$ cat src/rtl/idm_ram.sv
// Generic single-port-write, single-port-read RAM with registered read data.
// No package dependency.
module idm_ram #(
    parameter int WIDTH = 8,
    parameter int DEPTH = 16,
    parameter int AW    = 4
) (
    input  logic             clk,
    input  logic             we,
    input  logic [AW-1:0]    waddr,
    input  logic [WIDTH-1:0] wdata,
    input  logic [AW-1:0]    raddr,
    output logic [WIDTH-1:0] rdata
);

    logic [WIDTH-1:0] mem [0:DEPTH-1];

    always_ff @(posedge clk)
    begin
        if (we)
        begin
            mem[waddr] <= wdata;
        end
        rdata <= mem[raddr];
    end

endmodule

$ cat config.mk
export PLATFORM = sky130hd
export DESIGN_NAME = idm_ram
export DESIGN_NICKNAME = d
export VERILOG_FILES = /design/src/rtl/idm_ram.sv
export SDC_FILE = /design/constraint.sdc
export NUM_CORES = 1
export LEC_CHECK = 0
export BUFFER_PORTS_ARGS = -buffer_cell sky130_fd_sc_hd__buf_2
export CAP_MARGIN = 40
export CORE_ASPECT_RATIO = 1.5
export CORE_MARGIN = 4
export CORE_UTILIZATION = 25
export DETAILED_ROUTE_END_ITERATION = 16
export PLACE_DENSITY_LB_ADDON = 0.12
export SETUP_SLACK_MARGIN = 0.5
export SKIP_CTS_REPAIR_TIMING = 1
export SLEW_MARGIN = 15
export SYNTH_ARGS = -nofsm -noshare
export SYNTH_HDL_FRONTEND = slang
export SYNTH_SLANG_ARGS = --single-unit
$ cat constraint.sdc
create_clock -name clk -period 4.51 [get_ports clk]
set_input_delay 0.902 -clock clk [delete_from_list [all_inputs] [get_ports clk]]
set_output_delay 0.902 -clock clk [all_outputs]
set_load 0.05 [all_outputs]
======== Word-level counts from Yosys, hierarchy flattened ========
Memories as Yosys holds them, arrays and structs flattened. A register that Yosys moved wholly into a read port is not among the register bits.
Index checks and enable logic that the tools add are counted.
cells by class
  $add $sub $neg .......................... 0
  $mul .................................... 0
  divide/modulo/power cells ............... 0
  $lt $le $gt $ge ......................... 0
  equality and inequality tests ........... 0
  shift-type cells ........................ 0
  mux-type cells .......................... 2
  bitwise gates (word level) .............. 0
  reductions and logical operators ........ 0
operators by type and width
  operator          count
  2-to-1 mux 1 bit  2
word-level totals
  flip-flop bits (word level) ............. 0
  latch bits .............................. 0
  memory bits (writable) .................. 128
  bits in read-only memories .............. 0
  input bits .............................. 18
  output and inout bits ................... 8
  logic and storage cells ................. 3
  memories kept ........................... 1
memories
  memory  words  width  rd ports  clocked after memory_dff  write ports  line  text
  mem     16     8      1         1                         1            16    logic [WIDTH-1:0] mem [0:DEPTH-1];

======== Longest topological paths before layout ========
  word-level depth ........................ 2
  depth in mapped cells ................... 5
  depth with buffers taken out ............ 3

======== Worst setup path after synthesis ========
OpenSTA, ideal clock, no wires.
  path type ............................... input-to-reg
  from .................................... in waddr[2]
  to ...................................... mem mem[0][0], enable pin
  setup time .............................. 0.383 ns
  arrival time ............................ 2.012 ns
  required time ........................... 4.127 ns
  path slack .............................. 2.115 ns
  stages .................................. 2
  path buffers ............................ 0
  cell sequence ........................... or3b_2 -> nor3_1
RTL lines
  element      line  text
  from (decl)  10    input logic [AW-1:0] waddr,
  to (decl)    16
Straight into the memory's write port.

==> impl_metrics.env <==
export IMPL_synthArstFlopShare_pct=0
export IMPL_start_util_pct=25.3
export IMPL_antenna_found_initial=0
export IMPL_die_y_um=184
export IMPL_required_ns=4.80
export IMPL_clock_sinks=136
export IMPL_use_met3_pct=2.88
export IMPL_fmax_ghz=0.405
export IMPL_synth_nets=247
export IMPL_cp_arrival_ns=2.76
export IMPL_end_kind="flip-flop"
export IMPL_post_synth_cell_area_avg_um2=22.5
export IMPL_start_kind="input pin"
export IMPL_fin_crit_sh_pct=54.7
export IMPL_sw_frac_of_total_pct=20.7
export IMPL_p_sw_mw=0.626
export IMPL_ff2ff_path_depth=3
export IMPL_grtUsageMet2_pct=18.1
export IMPL_ctsRootBufferMaster="clkbuf_16"
export IMPL_hpwl_um=7750
export IMPL_regArea_um2=4000
export IMPL_gr_usage_all_layers_pct=10.4
export IMPL_area_growth_pct=22.2
export IMPL_synth_top_cell_area_share_pct=74.7
export IMPL_cts_max_path_buffers=2
export IMPL_htree_levels=4
export IMPL_layout_cells_non_filler=559
export IMPL_p_int_mw=2.39
export IMPL_synth_edff_count=128
export IMPL_p_seq_share_pct=47.1
export IMPL_setup_viol=0
export IMPL_drt_iter0_drc=146
export IMPL_path_cells="buf_2, buf_4, mux4_1, a22oi_1, nand2_1"
export IMPL_io_buffer_count=25
export IMPL_num_antenna_cells=0
export IMPL_placedCellCount=527
export IMPL_min_path_type="reg2reg"
export IMPL_grt_max_degree=23
export IMPL_path_clk_slew_ns=0.06
export IMPL_ir_drop_v=0.000227
export IMPL_grt_pass1_wl_um=17100
export IMPL_cp_depth=5
export IMPL_min_period_ns=2.47
export IMPL_yosys_area_top_type="edfxtp_1"
export IMPL_wire_per_inst_um=20.3
export IMPL_use_met1_pct=12.3
export IMPL_finClkSkew_ns=0.00999
export IMPL_die_w_um=125
export IMPL_core_area_um2=20300
export IMPL_critical_path_class="in2reg"
export IMPL_p_leak_nw=2.09
export IMPL_tns_ns=0
export IMPL_hold_depth=3
export IMPL_slowest_delay_ns=0.64
export IMPL_final_common_cell="edfxtp_1"
export IMPL_drc=0
export IMPL_synthTopCellsByArea="edfxtp_1 (75%), mux4_2 (7.9%), mux4_1 (7.1%), dfxtp_1 (3.1%), a22oi_1 (2.3%)"
export IMPL_ys_seq_area_share_pct=77.8
export IMPL_via_count=2375
export IMPL_cts_tree="built"
export IMPL_maxSlewHeadroom_pct=53.2
export IMPL_timing_hold_violations_final=0
export IMPL_fill_cells=1985
export IMPL_crit_path_max_fanout=20
export IMPL_wirelength_um=11400
export IMPL_grt_ovfl_total=0
export IMPL_ys_seq_elements=136
export IMPL_drv_cap=0
export IMPL_gp_congestion=0.683
export IMPL_synthFlopType="edfxtp_1"
export IMPL_drive_gt1_share_pct=31.2
export IMPL_row_count=64
export IMPL_busiest_layer="met2"
export IMPL_pwr_share_comb_pct=5.3
export IMPL_drtPass1Iterations=4
export IMPL_crit_path_top_delay_cell="mux4_1"
export IMPL_clk_latency_ns=0.41
export IMPL_dieArea_um2=23000
export IMPL_yosysWarnings=0
export IMPL_viasPerCell=4.25
export IMPL_slew_violations=0
export IMPL_clkPwrFrac_pct=47.6
export IMPL_worstMarginPinSlew_ns=0.700
export IMPL_rsz0062_at_grt="no"
export IMPL_cts_inserted_buffers=17
export IMPL_grt_pass1_vias=2553
export IMPL_nNetsFinal=300
export IMPL_power_density_nw_per_um2=480
export IMPL_synth_cells=229
export IMPL_path_delay_family="buffers and inverters"
export IMPL_ios=26
export IMPL_status="finished clean"
export IMPL_multi_input_area_um2=1060
export IMPL_mostFrequentLayoutCells="edfxtp_1 (128), buf_2 (25), mux4_2 (18), clkbuf_16 (17), buf_4 (17)"
export IMPL_synthesis_area_um2=5150
export IMPL_path_buf_inv=2
export IMPL_synth_distinct_cells=19
export IMPL_postRouteAntennaNets=0
Yosys cell counts, types with 2 or more instances:
cell	number
a22oi_1	16
buf_2	3
buf_6	3
clkdlybuf4s25_2	3
dfxtp_1	8
edfxtp_1	128
mux4_1	14
mux4_2	18
nand2_1	9
nand2b_1	2
nand3b_1	2
nor2_1	13
nor3_1	4
worst paths after layout:
path / slack, ns / to / startpoint
max: 2.04 / rdata[2] / raddr[0]
min: 0.68 / rdata[6] / mem[4][6]
max reg2reg: 3.06 / rdata[1] / mem[2][1]
min reg2reg: 0.68 / rdata[6] / mem[4][6]
kinds of logic (layout without fill, tap and decap cells):
group / count (synthesis) / in the layout / share of synthesized area, %
AND/OR/NAND/NOR: 35 / 35 / 3.18
flip-flops: 136 / 136 / 77.8
AO/OA/AOI/OAI: 16 / 16 / 2.33
buffers and inverters: 10 / 76 / 1.68
multiplexers: 32 / 32 / 15.0
area by class of cell:
type / instances / area share (%)
Multi-Input combinational cell: 83 / 16.8
Clock buffer: 20 / 6.94
Sequential cell: 136 / 63.7
Tap cell: 264 / 5.25
Timing Repair Buffer: 44 / 4.52
Clock inverter: 12 / 2.81
per-layer routing:
layer	share of wire, %	vias up	wire length (µm)
li1	-	1079	-
met1	42	1231	4760
met2	53	53	5960
met3	3.7	12	421
met4	1.8	0	204
met5	0	-	0
registers in the layout (all words and copies together) (netlist names):
| register | flops |
|---|---|
| mem | 128 |
| rdata | 8 |
worst reg2reg max path, delay by kind of cell (launching register included):
kind,cells,cell delay (ns)
simple gates,1,0.13
flops,1,0.36
mux,1,0.52
compound gates,1,0.33
power groups by stage:
stage               Clock, mW  Combinational (mW)  Sequential [mW]
floorplan                   0              0.0717             1.48
global placement            0               0.160             1.45
detailed placement          0               0.165             1.45
CTS                      1.47               0.165             1.42
global route             1.54               0.173             1.42
finish                   1.44               0.161             1.42
per-stage QoR:
| stage | utilization (%) | cell area [µm²] | setup WS (ns) | hold slack (ns) | power, mW |
|---|---|---|---|---|---|
| floorplan | - | 5150 | 2.12 | 0.629 | 1.55 |
| global placement | 27.4 | 5580 | 1.62 | 0.660 | 1.61 |
| detailed placement | 27.9 | 5680 | 1.62 | 0.668 | 1.61 |
| CTS | 30.9 | 6290 | 2.05 | 0.685 | 3.06 |
| global route | 30.9 | 6290 | 1.94 | 0.711 | 3.13 |
| finish | 30.9 | 6290 | 2.04 | 0.683 | 3.02 |
Power figures use the tool's default switching activity.
