<file path="src/rtl/idm_pkg.sv">
// Package for the IoU detection matcher: command and match codes, field widths,
// near-window limits and the word handed along the divider cell chain.
// Used by every module in the rtl folder except idm_ram.
package idm_pkg;

    localparam int EDGE_W = 13;
    localparam int SPAN_W = 14;
    localparam int AREA_W = 28;
    localparam int UNI_W  = 29;
    localparam int DIV_W  = 28;
    localparam int IOU_W  = 16;
    localparam int CLS_W  = 2;
    localparam int GND_W  = 16;
    localparam int ENTRY_W = 4 * EDGE_W + CLS_W;

    localparam logic [1:0] CMD_CLEAR = 2'd0;
    localparam logic [1:0] CMD_LOAD  = 2'd1;
    localparam logic [1:0] CMD_QUERY = 2'd2;

    localparam logic [1:0] KIND_NONE  = 2'd0;
    localparam logic [1:0] KIND_IOU   = 2'd1;
    localparam logic [1:0] KIND_RIGHT = 2'd2;
    localparam logic [1:0] KIND_LEFT  = 2'd3;

    localparam logic [CLS_W-1:0] CLS_BLUE   = 2'd1;
    localparam logic [CLS_W-1:0] CLS_ORANGE = 2'd2;

    localparam logic signed [GND_W-1:0] NEAR_X_LIM = 16'sd102;
    localparam logic signed [GND_W-1:0] NEAR_Y_IN  = 16'sd103;
    localparam logic signed [GND_W-1:0] NEAR_Y_OUT = 16'sd255;

    localparam logic [15:0] THRESH_RESET = 16'd13107;

    typedef struct packed {
        logic             valid;
        logic             last;
        logic             zero;
        logic             sat;
        logic [CLS_W-1:0] cls;
        logic [DIV_W-1:0] rem;
        logic [DIV_W-1:0] dvs;
        logic [IOU_W-1:0] quo;
    } div_word_t;

endpackage

</file>
<file path="src/rtl/idm_front.sv">
// IoU front end: overlap spans, areas and union for one table entry, three stages.
// Depends on idm_pkg; feeds the first divider cell.
module idm_front (
    input  logic                             clk,
    input  logic                             rst_n,
    input  logic                             in_v,
    input  logic                             in_last,
    input  logic [idm_pkg::ENTRY_W-1:0]      entry,
    input  logic signed [idm_pkg::EDGE_W-1:0] q_l,
    input  logic signed [idm_pkg::EDGE_W-1:0] q_r,
    input  logic signed [idm_pkg::EDGE_W-1:0] q_t,
    input  logic signed [idm_pkg::EDGE_W-1:0] q_b,
    input  logic signed [idm_pkg::AREA_W-1:0] q_area,
    output idm_pkg::div_word_t               word
);

    logic signed [idm_pkg::EDGE_W-1:0] e_l, e_r, e_t, e_b;
    logic [idm_pkg::CLS_W-1:0]          e_cls;
    logic signed [idm_pkg::EDGE_W-1:0] xl, xr, yt, yb;

    logic [1:0] v_reg, last_reg;
    logic signed [idm_pkg::SPAN_W-1:0] dx_reg, dy_reg, ew_reg, eh_reg;
    logic [idm_pkg::CLS_W-1:0] cls1_reg, cls2_reg;
    logic neg_reg;
    logic signed [idm_pkg::AREA_W-1:0] inter_reg, a2_reg;
    logic signed [idm_pkg::UNI_W-1:0]  uni;
    idm_pkg::div_word_t word_reg;

    assign {e_cls, e_b, e_t, e_r, e_l} = entry;
    assign xl = (q_l > e_l) ? q_l : e_l;
    assign yt = (q_t > e_t) ? q_t : e_t;
    assign xr = (q_r < e_r) ? q_r : e_r;
    assign yb = (q_b < e_b) ? q_b : e_b;

    assign uni = idm_pkg::UNI_W'(q_area) + idm_pkg::UNI_W'(a2_reg)
               - idm_pkg::UNI_W'(inter_reg);

    always_ff @(posedge clk or negedge rst_n)
    begin
        if (!rst_n)
        begin
            v_reg    <= '0;
            last_reg <= '0;
        end
        else
        begin
            v_reg    <= {v_reg[0], in_v};
            last_reg <= {last_reg[0], in_last};
        end
    end

    always_ff @(posedge clk)
    begin
        // spans and entry extent
        dx_reg   <= idm_pkg::SPAN_W'(xr) - idm_pkg::SPAN_W'(xl);
        dy_reg   <= idm_pkg::SPAN_W'(yb) - idm_pkg::SPAN_W'(yt);
        ew_reg   <= idm_pkg::SPAN_W'(e_r) - idm_pkg::SPAN_W'(e_l);
        eh_reg   <= idm_pkg::SPAN_W'(e_b) - idm_pkg::SPAN_W'(e_t);
        cls1_reg <= e_cls;
        // products
        neg_reg   <= dx_reg[idm_pkg::SPAN_W-1] | dy_reg[idm_pkg::SPAN_W-1];
        inter_reg <= dx_reg * dy_reg;
        a2_reg    <= ew_reg * eh_reg;
        cls2_reg  <= cls1_reg;
    end

    always_ff @(posedge clk or negedge rst_n)
    begin
        if (!rst_n)
        begin
            word_reg <= '0;
        end
        else
        begin
            word_reg.valid <= v_reg[1];
            word_reg.last  <= last_reg[1];
            word_reg.zero  <= neg_reg || (inter_reg <= 0) || (uni <= 0);
            word_reg.sat   <= idm_pkg::UNI_W'(inter_reg) >= uni;
            word_reg.cls   <= cls2_reg;
            word_reg.rem   <= idm_pkg::DIV_W'(inter_reg);
            word_reg.dvs   <= idm_pkg::DIV_W'(uni);
            word_reg.quo   <= '0;
        end
    end

    assign word = word_reg;

endmodule

</file>
<file path="config.mk">
export PLATFORM = sky130hd
export DESIGN_NAME = idm_front
export DESIGN_NICKNAME = d
export VERILOG_FILES = /design/src/rtl/idm_pkg.sv /design/src/rtl/idm_front.sv
export SDC_FILE = /design/constraint.sdc
export NUM_CORES = 2
export LEC_CHECK = 0
export BUFFER_PORTS_ARGS = -buffer_cell sky130_fd_sc_hd__buf_2
export CAP_MARGIN = 20
export CORE_UTILIZATION = 40
export DETAILED_ROUTE_END_ITERATION = 16
export GPL_TIMING_DRIVEN = 0
export PLACE_DENSITY = 0.55
export REMOVE_ABC_BUFFERS = 1
export SLEW_MARGIN = 15
export SYNTH_ARGS = -nofsm -noshare
export SYNTH_HDL_FRONTEND = slang
export SYNTH_SLANG_ARGS = --single-unit
</file>
<file path="constraint.sdc">
create_clock -name clk -period 6.8 [get_ports clk]
set_clock_uncertainty 0.1 [all_clocks]
set_input_delay 0.34 -clock clk [delete_from_list [all_inputs] [get_ports clk]]
set_output_delay 0.34 -clock clk [all_outputs]
set_load 0.005 [all_outputs]
</file>
# Word-level counts from Yosys, hierarchy flattened
# Index checks and enable logic that the tools add are counted.
[word_totals]
out_inout_bits = 78
register_bits = 183
[op_classes]
bitwise = 1
n_mul = 2
n_reduce_logical = 2
mux = 4
n_addsub = 6
magnitude_cmp = 7
[op_table]
columns = ["op", "count"]
rows = [
  ["$mul A14 B14 Y28", 2],
  ["$sub A13 B13 Y14", 4],
  ["$mux W13", 4],
  ["$add A28 B28 Y29", 1],
  ["$ge A28 B29 Y1", 1],
  ["$le A29 B1 Y1 const B", 1],
  ["$sub A29 B28 Y29", 1],
  ["$le A28 B1 Y1 const B", 1],
  ["$gt A13 B13 Y1", 2],
  ["$lt A13 B13 Y1", 2],
  ["$logic_or A1 B1 Y1", 2],
  ["$or A1 B1 Y1", 1],
]

# Logic depth before layout (Yosys ltp)
[logic_depth]
word_depth = 4
mapped_depth = 25

# Least setup slack after synthesis
# OpenSTA, ideal clock, no wires.
[synth_path]
path_type = "flip-flop to flip-flop"
startpoint = "register eh_reg[5] (netlist bit)"
endpoint = "register a2_reg[26] (netlist bit)"
setup_ps = 72
path_slack_ps = 650
required_time_ps = 6628
n_path_buf = 1
t_arrival_ps = 5978
period_less_slack_ps = 6150
path_stages_with_launch = 23
path_cell_list = "dfxtp_1 > clkbuf_1 > nand2_1 > fa_1 > inv_1 > fa_1 > inv_1 > fa_1 > inv_1 > fa_1 > fa_1 > inv_1 > fa_1 > inv_1 > ha_1 > a21o_1 > a21oi_1 > o21ai_0 > a311oi_1 > o21ai_1 > o31a_1 > a221oi_1 > xnor2_1"
[synth_via]
elab_chain_cells = 1
[synth_rtl]
columns = ["element", "line", "rtl"]
rows = [
  ["start: declaration", "idm_front.sv:22", "logic signed [idm_pkg::SPAN_W-1:0] dx_reg, dy_reg, ew_reg, eh_reg;"],
  ["start signal: assignment", "idm_front.sv:58", "eh_reg <= idm_pkg::SPAN_W'(e_b) - idm_pkg::SPAN_W'(e_t);"],
  ["$mul A14 B14 Y28", "idm_front.sv:63", "a2_reg <= ew_reg * eh_reg;"],
  ["end signal: assignment", "idm_front.sv:63", ""],
  ["end: declaration", "idm_front.sv:25", "logic signed [idm_pkg::AREA_W-1:0] inter_reg, a2_reg;"],
]
# Every way passes these cells.

# Worst setup path in the final report
[layout_path]
startpoint = "register eh_reg[13] (netlist bit)"
endpoint = "register a2_reg[26] (netlist bit)"
# Same word-level chain as after synthesis.

==> flow_metrics.tcl <==
set metrics [dict create \
    clkTransAtPathRegs_ns 0.07 \
    synthFlopType "dfxtp_1" \
    ys_types 61 \
    synth.area.top_cells "fa_1, ha_1, inv_1" \
    status "complete, no violations" \
    design.core.area_um2 64500 \
    syn_to_final_growth_pct 9.90 \
    ios 216 \
    drc 0 \
    portBuffers 199 \
    met2WireLength_mm 32.0 \
    yosysMostFrequentCell "inv_1" \
    async_flop_share 0.361 \
    relSlewSlack 0.411 \
    critPathKind "reg2reg" \
    synth_top_area_frac 0.323 \
    fin_nets 3854 \
    htree_levels 4 \
    gp_congestion 0.868 \
    min_period_ns 6.44 \
    fmax_mhz 155 \
    die_h_um 258 \
    antenna_found_initial 1 \
    wl_met3_mm 2.66 \
    firstDrtPassIters 7 \
    postLayoutCellArea_um2 28700 \
    drive_gt1_frac 0.106 \
    largest_register_ffs 62 \
    period_share 0.947 \
    cts_root_buffer "clkbuf_16" \
    ant_nets 0 \
    routed_via_density 4.91 \
    num_rows 93 \
    synthCells 2834 \
    cts_max_path_buffers 2 \
    rsz0062_at_grt "false" \
    setup_viol 0 \
    end_kind "flop" \
    drv_slew 0 \
    clk_latency_ns 0.48 \
    start_kind "flop" \
    met1Wirelength_mm 27.2 \
    die_x_um 258 \
    grt-ovfl-total 0 \
    synth_common_cells "inv_1, fa_1, ha_1, nand2_1, and2_1" \
    hpwlAfterDp_mm 54.5 \
    grt_pass1_wl_mm 106 \
    hold_viol_final 0 \
    cts_sinks 183 \
    layout_setup_ws_ns 0.361 \
    ys_seq_area_frac 0.153 \
    worstMarginPinSlew_ns 0.883 \
    via_count 19000 \
    initial_core_util 0.405 \
    hold_slack_ns 0.105 \
    hp-class "in2reg" \
    syn_area_um2 26100 \
    diodes 0 \
    cts_tree "built" \
    ys_ff_latch 183 \
    wire_per_inst_um 16.4 \
    routed.top_layer "met4" \
    drt_iter0_drc 781 \
    numCtsBuffers 17 \
    critical_path.max_fanout 10 \
    critPathRequiredTime_ns 7.05 \
    postPlaceCellArea_um2 28000 \
    synth_edf_count 0 \
    avgSynthCellArea_um2 9.22 \
    grt_max_degree 48 \
    pre_cts_ws_ns -0.497 \
    cap_violations 0 \
    finalWirelength_mm 63.4 \
    arrival_ns 6.69 \
    dieArea_um2 66400 \
    grt_use_total 0.203 \
    grt_pass1_vias 20700 \
    yosysTopAreaCell "fa_1" \
    yosys_warnings 0 \
]
## per-layer routing
layer / GRT usage / vias up
met4: 0.0600 / 0
met1: 0.254 / 9501
li1: - / 9037
met2: 0.361 / 391
met5: 0 / -
met3: 0.0299 / 64
## cells in the final DEF (no fill, tap or decap), types with 11 or more instances in the layout
cell	Yosys	final
nor3_1	29	29
and2_1	202	202
dfrtp_1	66	66
o21ai_0	80	79
ha_1	294	294
a21boi_0	24	24
nor2b_1	27	27
nor4_1	12	11
mux2_2	20	20
and3_1	11	11
o21bai_1	13	13
inv_1	676	675
nand2b_1	20	20
clkbuf_16	0	17
buf_2	2	198
nor2_1	100	100
conb_1	1	16
nand3_1	20	20
mux2i_1	29	29
a21o_1	47	47
xor2_1	28	28
dfxtp_2	0	37
fa_1	422	421
o21ai_1	10	11
xnor2_1	81	81
a21oi_1	77	75
dfxtp_1	117	74
o21a_1	23	23
nand2_1	215	215
a31oi_1	15	14
or3_1	12	12
nand4_1	16	16
## final timing paths
path	start	endpoint	slack (ns)	depth (start not counted)
worst max register to register	eh_reg[13]	a2_reg[26]	0.36	19
worst min register to register	cls2_reg[0]	word[72]	0.23	0
min in group asynchronous	rst_n	word[72]	0.17	2
max in group asynchronous	rst_n	word[69]	5.92	3
worst max-delay path	eh_reg[13]	a2_reg[26]	0.36	19
worst min-delay path	entry[0]	ew_reg[0]	0.10	3
## critical path: stages, from the launching register on
cell,delay [ns]
dfxtp_2,0.47
clkinv_4,0.17
fa_1,0.53
fa_1,0.54
inv_1,0.06
fa_1,0.48
fa_1,0.51
fa_1,0.49
inv_1,0.05
fa_1,0.47
inv_1,0.04
ha_1,0.34
a21o_1,0.20
a21oi_2,0.20
o211ai_1,0.21
a311oi_2,0.36
o21ai_1,0.18
o31a_1,0.30
a221oi_1,0.33
xnor2_1,0.26
## through the flow
stage	utilization	setup TNS, ns	cells
after floorplan	-	0	2771
after global placement	0.433	-0.968	3825
after detailed placement	0.434	-1.08	3828
after CTS	0.444	0	3866
after global routing	0.445	0	3868
final	0.445	0	3868
## kinds of logic (layout without fill, tap and decap cells)
kind of cell               after synthesis  after routing  synth area share
AOI/OAI and AO/OA                      333            333            0.0813
other                                    1             16          0.000144
and+or+nand+nor                        679            679             0.131
muxes                                   57             57            0.0232
buffers and inverters                  756            920             0.111
xor gates and xnor gates               109            109            0.0365
adders and majority gates              716            716             0.464
DFF                                    183            183             0.153
## cell type report
class	instances	area [µm²]
clock buffer	19	453
tap	855	1070
fill	6350	35700
sequential	183	4060
clock inverter	13	129
timing repair buffer	210	1120
multi-input combinational	1910	19300
inverter	678	2550
## repair_timing
item / in CTS / in global routing
hold buffers: 5 / 0
pin swaps: 1 / 1
buffers inserted: 1 / 2
resized for setup: 19 / 39
setup endpoints to repair: 4 / 9
endpoints found under the hold margin: 70 / 0
Power is not shown: default switching activity piles up to over one toggle a cycle in this logic, so the estimate is an artifact.
