==> config.mk <==
export PLATFORM = sky130hd
export DESIGN_NAME = idm_div_cell
export DESIGN_NICKNAME = d
export VERILOG_FILES = /design/src/rtl/idm_pkg.sv /design/src/rtl/idm_div_cell.sv
export SDC_FILE = /design/constraint.sdc
export NUM_CORES = 1
export LEC_CHECK = 0
export ABC_CLOCK_PERIOD_IN_PS = 800
export BUFFER_PORTS_ARGS = -buffer_cell sky130_fd_sc_hd__buf_4
export CAP_MARGIN = 40
export CORE_MARGIN = 5
export CORE_UTILIZATION = 44
export DETAILED_ROUTE_END_ITERATION = 16
export PLACE_DENSITY = 0.85
export SLEW_MARGIN = 20
export SYNTH_ARGS = -nofsm -noshare
export SYNTH_HDL_FRONTEND = slang
export SYNTH_SLANG_ARGS = --single-unit
export TNS_END_PERCENT = 30
==> constraint.sdc <==
create_clock -name clk -period 0.8 [get_ports clk]
set_input_delay 0.2 -clock clk [delete_from_list [all_inputs] [get_ports clk]]
set_output_delay 0.2 -clock clk [all_outputs]
set_load 0.02 [all_outputs]
==> src/rtl/idm_pkg.sv <==
// Package for the IoU detection matcher: command and match codes, field widths,
// near-window limits and the word handed along the divider cell chain.
// Used by every module in the rtl folder except idm_ram.
package idm_pkg;

    localparam int EDGE_W = 13;
    localparam int SPAN_W = 14;
    localparam int AREA_W = 28;
    localparam int UNI_W  = 29;
    localparam int DIV_W  = 28;
    localparam int IOU_W  = 16;
    localparam int CLS_W  = 2;
    localparam int GND_W  = 16;
    localparam int ENTRY_W = 4 * EDGE_W + CLS_W;

    localparam logic [1:0] CMD_CLEAR = 2'd0;
    localparam logic [1:0] CMD_LOAD  = 2'd1;
    localparam logic [1:0] CMD_QUERY = 2'd2;

    localparam logic [1:0] KIND_NONE  = 2'd0;
    localparam logic [1:0] KIND_IOU   = 2'd1;
    localparam logic [1:0] KIND_RIGHT = 2'd2;
    localparam logic [1:0] KIND_LEFT  = 2'd3;

    localparam logic [CLS_W-1:0] CLS_BLUE   = 2'd1;
    localparam logic [CLS_W-1:0] CLS_ORANGE = 2'd2;

    localparam logic signed [GND_W-1:0] NEAR_X_LIM = 16'sd102;
    localparam logic signed [GND_W-1:0] NEAR_Y_IN  = 16'sd103;
    localparam logic signed [GND_W-1:0] NEAR_Y_OUT = 16'sd255;

    localparam logic [15:0] THRESH_RESET = 16'd13107;

    typedef struct packed {
        logic             valid;
        logic             last;
        logic             zero;
        logic             sat;
        logic [CLS_W-1:0] cls;
        logic [DIV_W-1:0] rem;
        logic [DIV_W-1:0] dvs;
        logic [IOU_W-1:0] quo;
    } div_word_t;

endpackage

==> src/rtl/idm_div_cell.sv <==
// One restoring-division cell: one quotient bit per cell, registered output.
// Depends on idm_pkg.
module idm_div_cell (
    input  logic               clk,
    input  logic               rst_n,
    input  idm_pkg::div_word_t din,
    output idm_pkg::div_word_t dout
);

    logic [idm_pkg::DIV_W:0] rem2;
    logic                    take;
    idm_pkg::div_word_t      dout_reg;

    assign rem2 = {din.rem, 1'b0};
    assign take = rem2 >= {1'b0, din.dvs};

    always_ff @(posedge clk or negedge rst_n)
    begin
        if (!rst_n)
        begin
            dout_reg <= '0;
        end
        else
        begin
            dout_reg.valid <= din.valid;
            dout_reg.last  <= din.last;
            dout_reg.zero  <= din.zero;
            dout_reg.sat   <= din.sat;
            dout_reg.cls   <= din.cls;
            dout_reg.dvs   <= din.dvs;
            dout_reg.rem   <= take ? idm_pkg::DIV_W'(rem2 - {1'b0, din.dvs})
                                   : idm_pkg::DIV_W'(rem2);
            dout_reg.quo   <= {din.quo[idm_pkg::IOU_W-2:0], take};
        end
    end

    assign dout = dout_reg;

endmodule

### After elaboration in Yosys (flattened, before gate mapping)

Index checks and enable logic that the tools add are counted.

* word-level logic and storage cells: 11
* register bits: 78
* output and inout port bits: 78
* input bits: 80

* mux-type cells: 1
* order comparisons: 1
* add/subtract/negate cells: 1

Operator list (number)
* 29-bit by 28-bit >= comparator with 1-bit output: 1
* 28-bit 2-to-1 mux: 1
* 28-bit subtractor: 1

### Logic depth before layout (Yosys ltp)

* depth after elaboration: 2
* gate-level depth with buffers: 13
* depth with buffers taken out: 11

### Worst setup path after synthesis

OpenSTA, ideal clock, no wires.

* path type: input port to flip-flop
* start: input port din[30] in the netlist's numbering
* end: register dout_reg (netlist bit dout[46])
* library setup time: 0.125 ns
* setup slack: -1.646 ns
* data required time: 0.675 ns
* stages: 12
* buffers on the path: 2
* arrival: 2.321 ns
* cell sequence: inv_1 -> ha_1 -> buf_2 -> and3_4 -> nand3_2 -> or4_4 -> o211a_1 -> nand3_2 -> nand2_4 -> clkinv_4 -> buf_6 -> mux2_2

* word-level cells in the longest chain between the ends: 2

RTL lines
* start, declared: line idm_div_cell.sv:6 `input idm_pkg::div_word_t din,`
* 29-bit by 28-bit >= comparator with 1-bit output: line idm_div_cell.sv:15 `assign take = rem2 >= {1'b0, din.dvs};`
* 28-bit 2-to-1 mux: line idm_div_cell.sv:31 `dout_reg.rem <= take ? idm_pkg::DIV_W'(rem2 - {1'b0, din.dvs})`
* end, declared: line idm_div_cell.sv:12 `idm_pkg::div_word_t dout_reg;`

Every way passes these cells.

### Worst setup path in the final report

* start: input port din[18] in the netlist's numbering
* end: register dout_reg (netlist bit dout[68])

* word-level cells in the longest chain between the ends: 2
* elaborated cells between the ends (all ways): 3
* classes of those cells: add/sub (1); order compare (1); mux (1)

RTL lines (line)
* 28-bit subtractor / 29-bit by 28-bit >= comparator with 1-bit output (equally long branches): idm_div_cell.sv:31, idm_div_cell.sv:15
* 28-bit 2-to-1 mux (*): idm_div_cell.sv:31

Every way passes the cells marked *; elsewhere a longest branch is shown, timed or not.

==> flow_results.xml <==
<?xml version="1.0" encoding="UTF-8"?>
<metrics>
  <group name="grt">
    <metric name="number_of_global_route_vias_before_repair" unit="">4867</metric>
    <metric name="grt_max_degree" unit="">38</metric>
    <metric name="globalRoute.totalOverflow" unit="">0</metric>
    <metric name="initial_antenna_violation_count" unit="">0</metric>
    <metric name="grt_pass1_wl" unit="µm">25360</metric>
    <metric name="track_usage" unit="%">28.84</metric>
  </group>
  <group name="cells_and_area">
    <metric name="number_of_flip_flops_in_the_largest_register" unit="">78</metric>
    <metric name="post_route_cells_drive_above_1_share" unit="%">56.69</metric>
    <metric name="fin_nets" unit="">792</metric>
    <metric name="area_growth" unit="%">95.98</metric>
    <metric name="num-fill-cells" unit="">341</metric>
    <metric name="antennaDiodeCount" unit="">0</metric>
  </group>
  <group name="route">
    <metric name="detail_route.vias_per_cell" unit="">5.597</metric>
    <metric name="drt.antenna.violating_nets" unit="">0</metric>
    <metric name="vias" unit="">4455</metric>
    <metric name="detail_route.wl_per_cell" unit="µm">22.33</metric>
    <metric name="routed_wirelength" unit="µm">17780</metric>
    <metric name="drt_drc_violations_left" unit="">0</metric>
    <metric name="dr.first_iter.drc_count" unit="">263</metric>
    <metric name="firstDrtPassIters" unit="">5</metric>
  </group>
  <group name="worst_setup_path">
    <metric name="worst_ep_required_time" unit="ns">1.05</metric>
    <metric name="critPathArrivalTime" unit="ns">2.46</metric>
    <metric name="worst_setup_path_end_kind" unit="">flip-flop</metric>
    <metric name="worst_setup_path_start_kind" unit="">input port</metric>
    <metric name="crit_path_max_fanout" unit="">3</metric>
    <metric name="path_class" unit="">input port to flip-flop</metric>
  </group>
  <group name="yosys">
    <metric name="ys_dominant_reg_cell" unit="">dfrtp_1</metric>
    <metric name="yosys_register_bits" unit="">78</metric>
    <metric name="post_synthesis_instance_area" unit="mm²">0.004018</metric>
    <metric name="area_contributors_post_synth" unit="">dfrtp_1 (49%), ha_1 (8.7%), mux2_2 (5.6%)</metric>
    <metric name="cell_with_the_most_instances_after_synthesis" unit="">dfrtp_1</metric>
    <metric name="ys_async_sr_fraction" unit="%">100.0</metric>
    <metric name="netlist.top_cell.by_area" unit="">dfrtp_1</metric>
    <metric name="yosys.cell_types.count" unit="">56</metric>
    <metric name="synthDominantCellAreaShare" unit="%">48.58</metric>
    <metric name="average_instance_area_after_synthesis" unit="µm²">10.98</metric>
    <metric name="synth_top_cells_by_count" unit="">dfrtp_1 (78), inv_1 (35), ha_1 (28)</metric>
    <metric name="post_synth_inst_count" unit="">366</metric>
    <metric name="synth.yosys.seq_area_share" unit="%">48.58</metric>
    <metric name="synth_fp_nets" unit="">475</metric>
    <metric name="synth.yosys.warnings" unit="">0</metric>
    <metric name="synth_enable_flop_cells" unit="">0</metric>
  </group>
  <group name="min_path">
    <metric name="hold_path.class" unit="">input port to flip-flop</metric>
  </group>
  <group name="power_and_ir_drop">
    <metric name="pwr-share-clk" unit="%">24.9</metric>
    <metric name="total_leakage_power" unit="nW">3.826</metric>
    <metric name="p_comb_share" unit="%">41.7</metric>
    <metric name="power_per_cell_area" unit="mW/mm²">1760</metric>
    <metric name="power_switching_share" unit="%">33.03</metric>
    <metric name="power_report.internal_total" unit="mW">9.280</metric>
    <metric name="power.sequential.fraction" unit="%">33.3</metric>
    <metric name="total_switching_power" unit="mW">4.578</metric>
    <metric name="power.ir.vdd_worst" unit="mV">1.088</metric>
  </group>
  <group name="clock_network">
    <metric name="clock_tree.htree_level_count" unit="">3</metric>
    <metric name="ctsLongestPathBuffers" unit="">2</metric>
    <metric name="clk_pin_slew_worst_paths" unit="ns">0.09</metric>
    <metric name="numCtsBuffers" unit="">9</metric>
    <metric name="tritoncts_num_sinks" unit="">78</metric>
    <metric name="tritoncts" unit="">yes</metric>
    <metric name="root_buffer_cell" unit="">clkbuf_8</metric>
  </group>
  <group name="sta">
    <metric name="worst_path_setup_slack_after_routing" unit="ns">-1.402</metric>
    <metric name="maxClockFrequency" unit="MHz">454.1</metric>
    <metric name="grt_setup_unrepaired" unit="">yes</metric>
    <metric name="finalHoldViolCount" unit="">0</metric>
    <metric name="final-max-slew-violation-count" unit="">0</metric>
    <metric name="period_share" unit="%">275.3</metric>
    <metric name="max_slew_margin" unit="%">60.75</metric>
    <metric name="worst_pin_slew" unit="ns">0.5805</metric>
    <metric name="setup_viol" unit="">107</metric>
    <metric name="whs" unit="ns">0.02493</metric>
    <metric name="fin_tns_setup" unit="ns">-59.55</metric>
    <metric name="final.min_clock_period" unit="ns">2.202</metric>
  </group>
  <group name="place">
    <metric name="dpl.hpwl" unit="µm">9584</metric>
    <metric name="place_congestion" unit="">0.9388</metric>
    <metric name="port_buffers" unit="">156</metric>
  </group>
  <group name="floorplanning">
    <metric name="fp-row-count" unit="">34</metric>
    <metric name="floorplan.io_pins" unit="">158</metric>
    <metric name="core_region_area" unit="mm²">0.008806</metric>
    <metric name="dieArea" unit="mm²">0.01114</metric>
    <metric name="die_h" unit="µm">105.6</metric>
    <metric name="initial_utilization" unit="%">45.62</metric>
    <metric name="die_x" unit="µm">105.6</metric>
  </group>
  <group name="run_status">
    <metric name="result_of_the_run" unit="">finished, violations left</metric>
    <metric name="violations" unit="">negative setup slack</metric>
  </group>
  <group name="flow_run">
    <metric name="drv_cap" unit="">0</metric>
  </group>
</metrics>
-- final cells by class --
class | count | area, µm² | area share [%]
inverters | 36 | 165.2 | 2.098
repair buffers | 317 | 2982 | 37.87
well taps | 108 | 135.1 | 1.716
clock buffers | 10 | 127.6 | 1.621
clock inverters | 6 | 93.84 | 1.192
multi-input cells | 241 | 2419 | 30.72
flip-flops and latches | 78 | 1952 | 24.79
-- path summary, 6_finish.rpt --
kind / slack [ns] / startpoint / endpoint / cells past startpoint
worst max-delay path: -1.40 / din[18] / dout[68] / 13
worst min-delay path: 0.02 / din[21] / dout[21] / 2
max in group asynchronous: 0.13 / rst_n / dout[35] / 3
min in group asynchronous: 0.22 / rst_n / dout[51] / 2
-- routing by layer --
metal | wire length [µm] | GRT usage (%)
met1 | 6216 | 31.25
met2 | 9618 | 53.28
met3 | 1132 | 6.418
met4 | 807 | 13.41
met5 | 0 | 0
-- critical path, stage by stage --
cell and delay [ns]:
buf_4 0.11, inv_1 0.09, ha_4 0.22, nor2b_2 0.16
o31a_1 0.32, buf_4 0.15, buf_4 0.13, o21ai_0 0.23
nand2_1 0.11, nor2_2 0.17, o211ai_1 0.13, xor2_1 0.17
mux2_4 0.26
-- cells in the final DEF, fill, tap and decap left out, types with 3 or more instances in the layout --
cell type and instances:
a21o_1 17, o21ai_1 3, inv_1 21, a211oi_1 3, buf_4 167, nand3_4 3
nand3_2 3, dfrtp_1 78, dlygate4sd3_1 46, a21oi_2 4, nor2_1 11, o211a_1 3
buf_8 6, buf_6 91, nand2_1 19, nor2b_1 4, inv_4 4, ha_1 8
buf_12 5, a21oi_1 14, ha_4 19, o21ai_0 12, mux2_4 22, nand3_1 7
clkbuf_8 9, and3_1 6, xor2_1 7, inv_2 9, nor3_2 5, o21a_1 5
xnor2_1 12
-- what timing repair did --
action                                  4_1_cts  5_1_grt
hold buffers                                 46        0
setup buffers                                11        4
hold endpoints to repair                    123        0
gates resized for setup                     161       28
gates cloned                                  1        1
endpoints found under the setup margin      107      107
pin swaps                                    12       12
-- through the flow --
| stage | util (%) | instance area, µm² | cells | power [mW] | worst slack, ns |
|---|---|---|---|---|---|
| 4_1_cts | 87.37 | 7694 | 791 | 13.33 | -1.243 |
| 5_1_grt | 89.41 | 7874 | 796 | 14.36 | -1.488 |
| 3_3_place_gp | 70.55 | 6212 | 717 | 8.855 | -1.826 |
| 6_report | 89.41 | 7874 | 796 | 13.86 | -1.402 |
| 3_5_place_dp | 70.55 | 6212 | 717 | 8.969 | -1.866 |
| 2_1_floorplan | - | 4202 | 366 | 6.863 | -1.466 |
-- kinds of logic (layout without fill, tap and decap cells) --
group	after synthesis	after routing	share of synthesized area, %
XOR/XNOR	19	19	4.142
adder cells (fa/ha/maj)	29	29	9.218
AO/OA/AOI/OAI	90	90	15.51
buffers and inverters	47	369	5.419
AND/OR/NAND/NOR	81	81	10.96
flip-flops	78	78	48.58
multiplexers	22	22	6.166
-- power groups by stage --
stage / clock (mW) / sequential, mW / combinational (mW)
2_1_floorplan: 0 / 5.14 / 1.73
3_3_place_gp: 0 / 4.57 / 4.29
3_5_place_dp: 0 / 4.58 / 4.39
4_1_cts: 3.44 / 4.59 / 5.30
5_1_grt: 3.66 / 4.66 / 6.04
6_report: 3.46 / 4.62 / 5.78
Power figures use the tool's default switching activity.
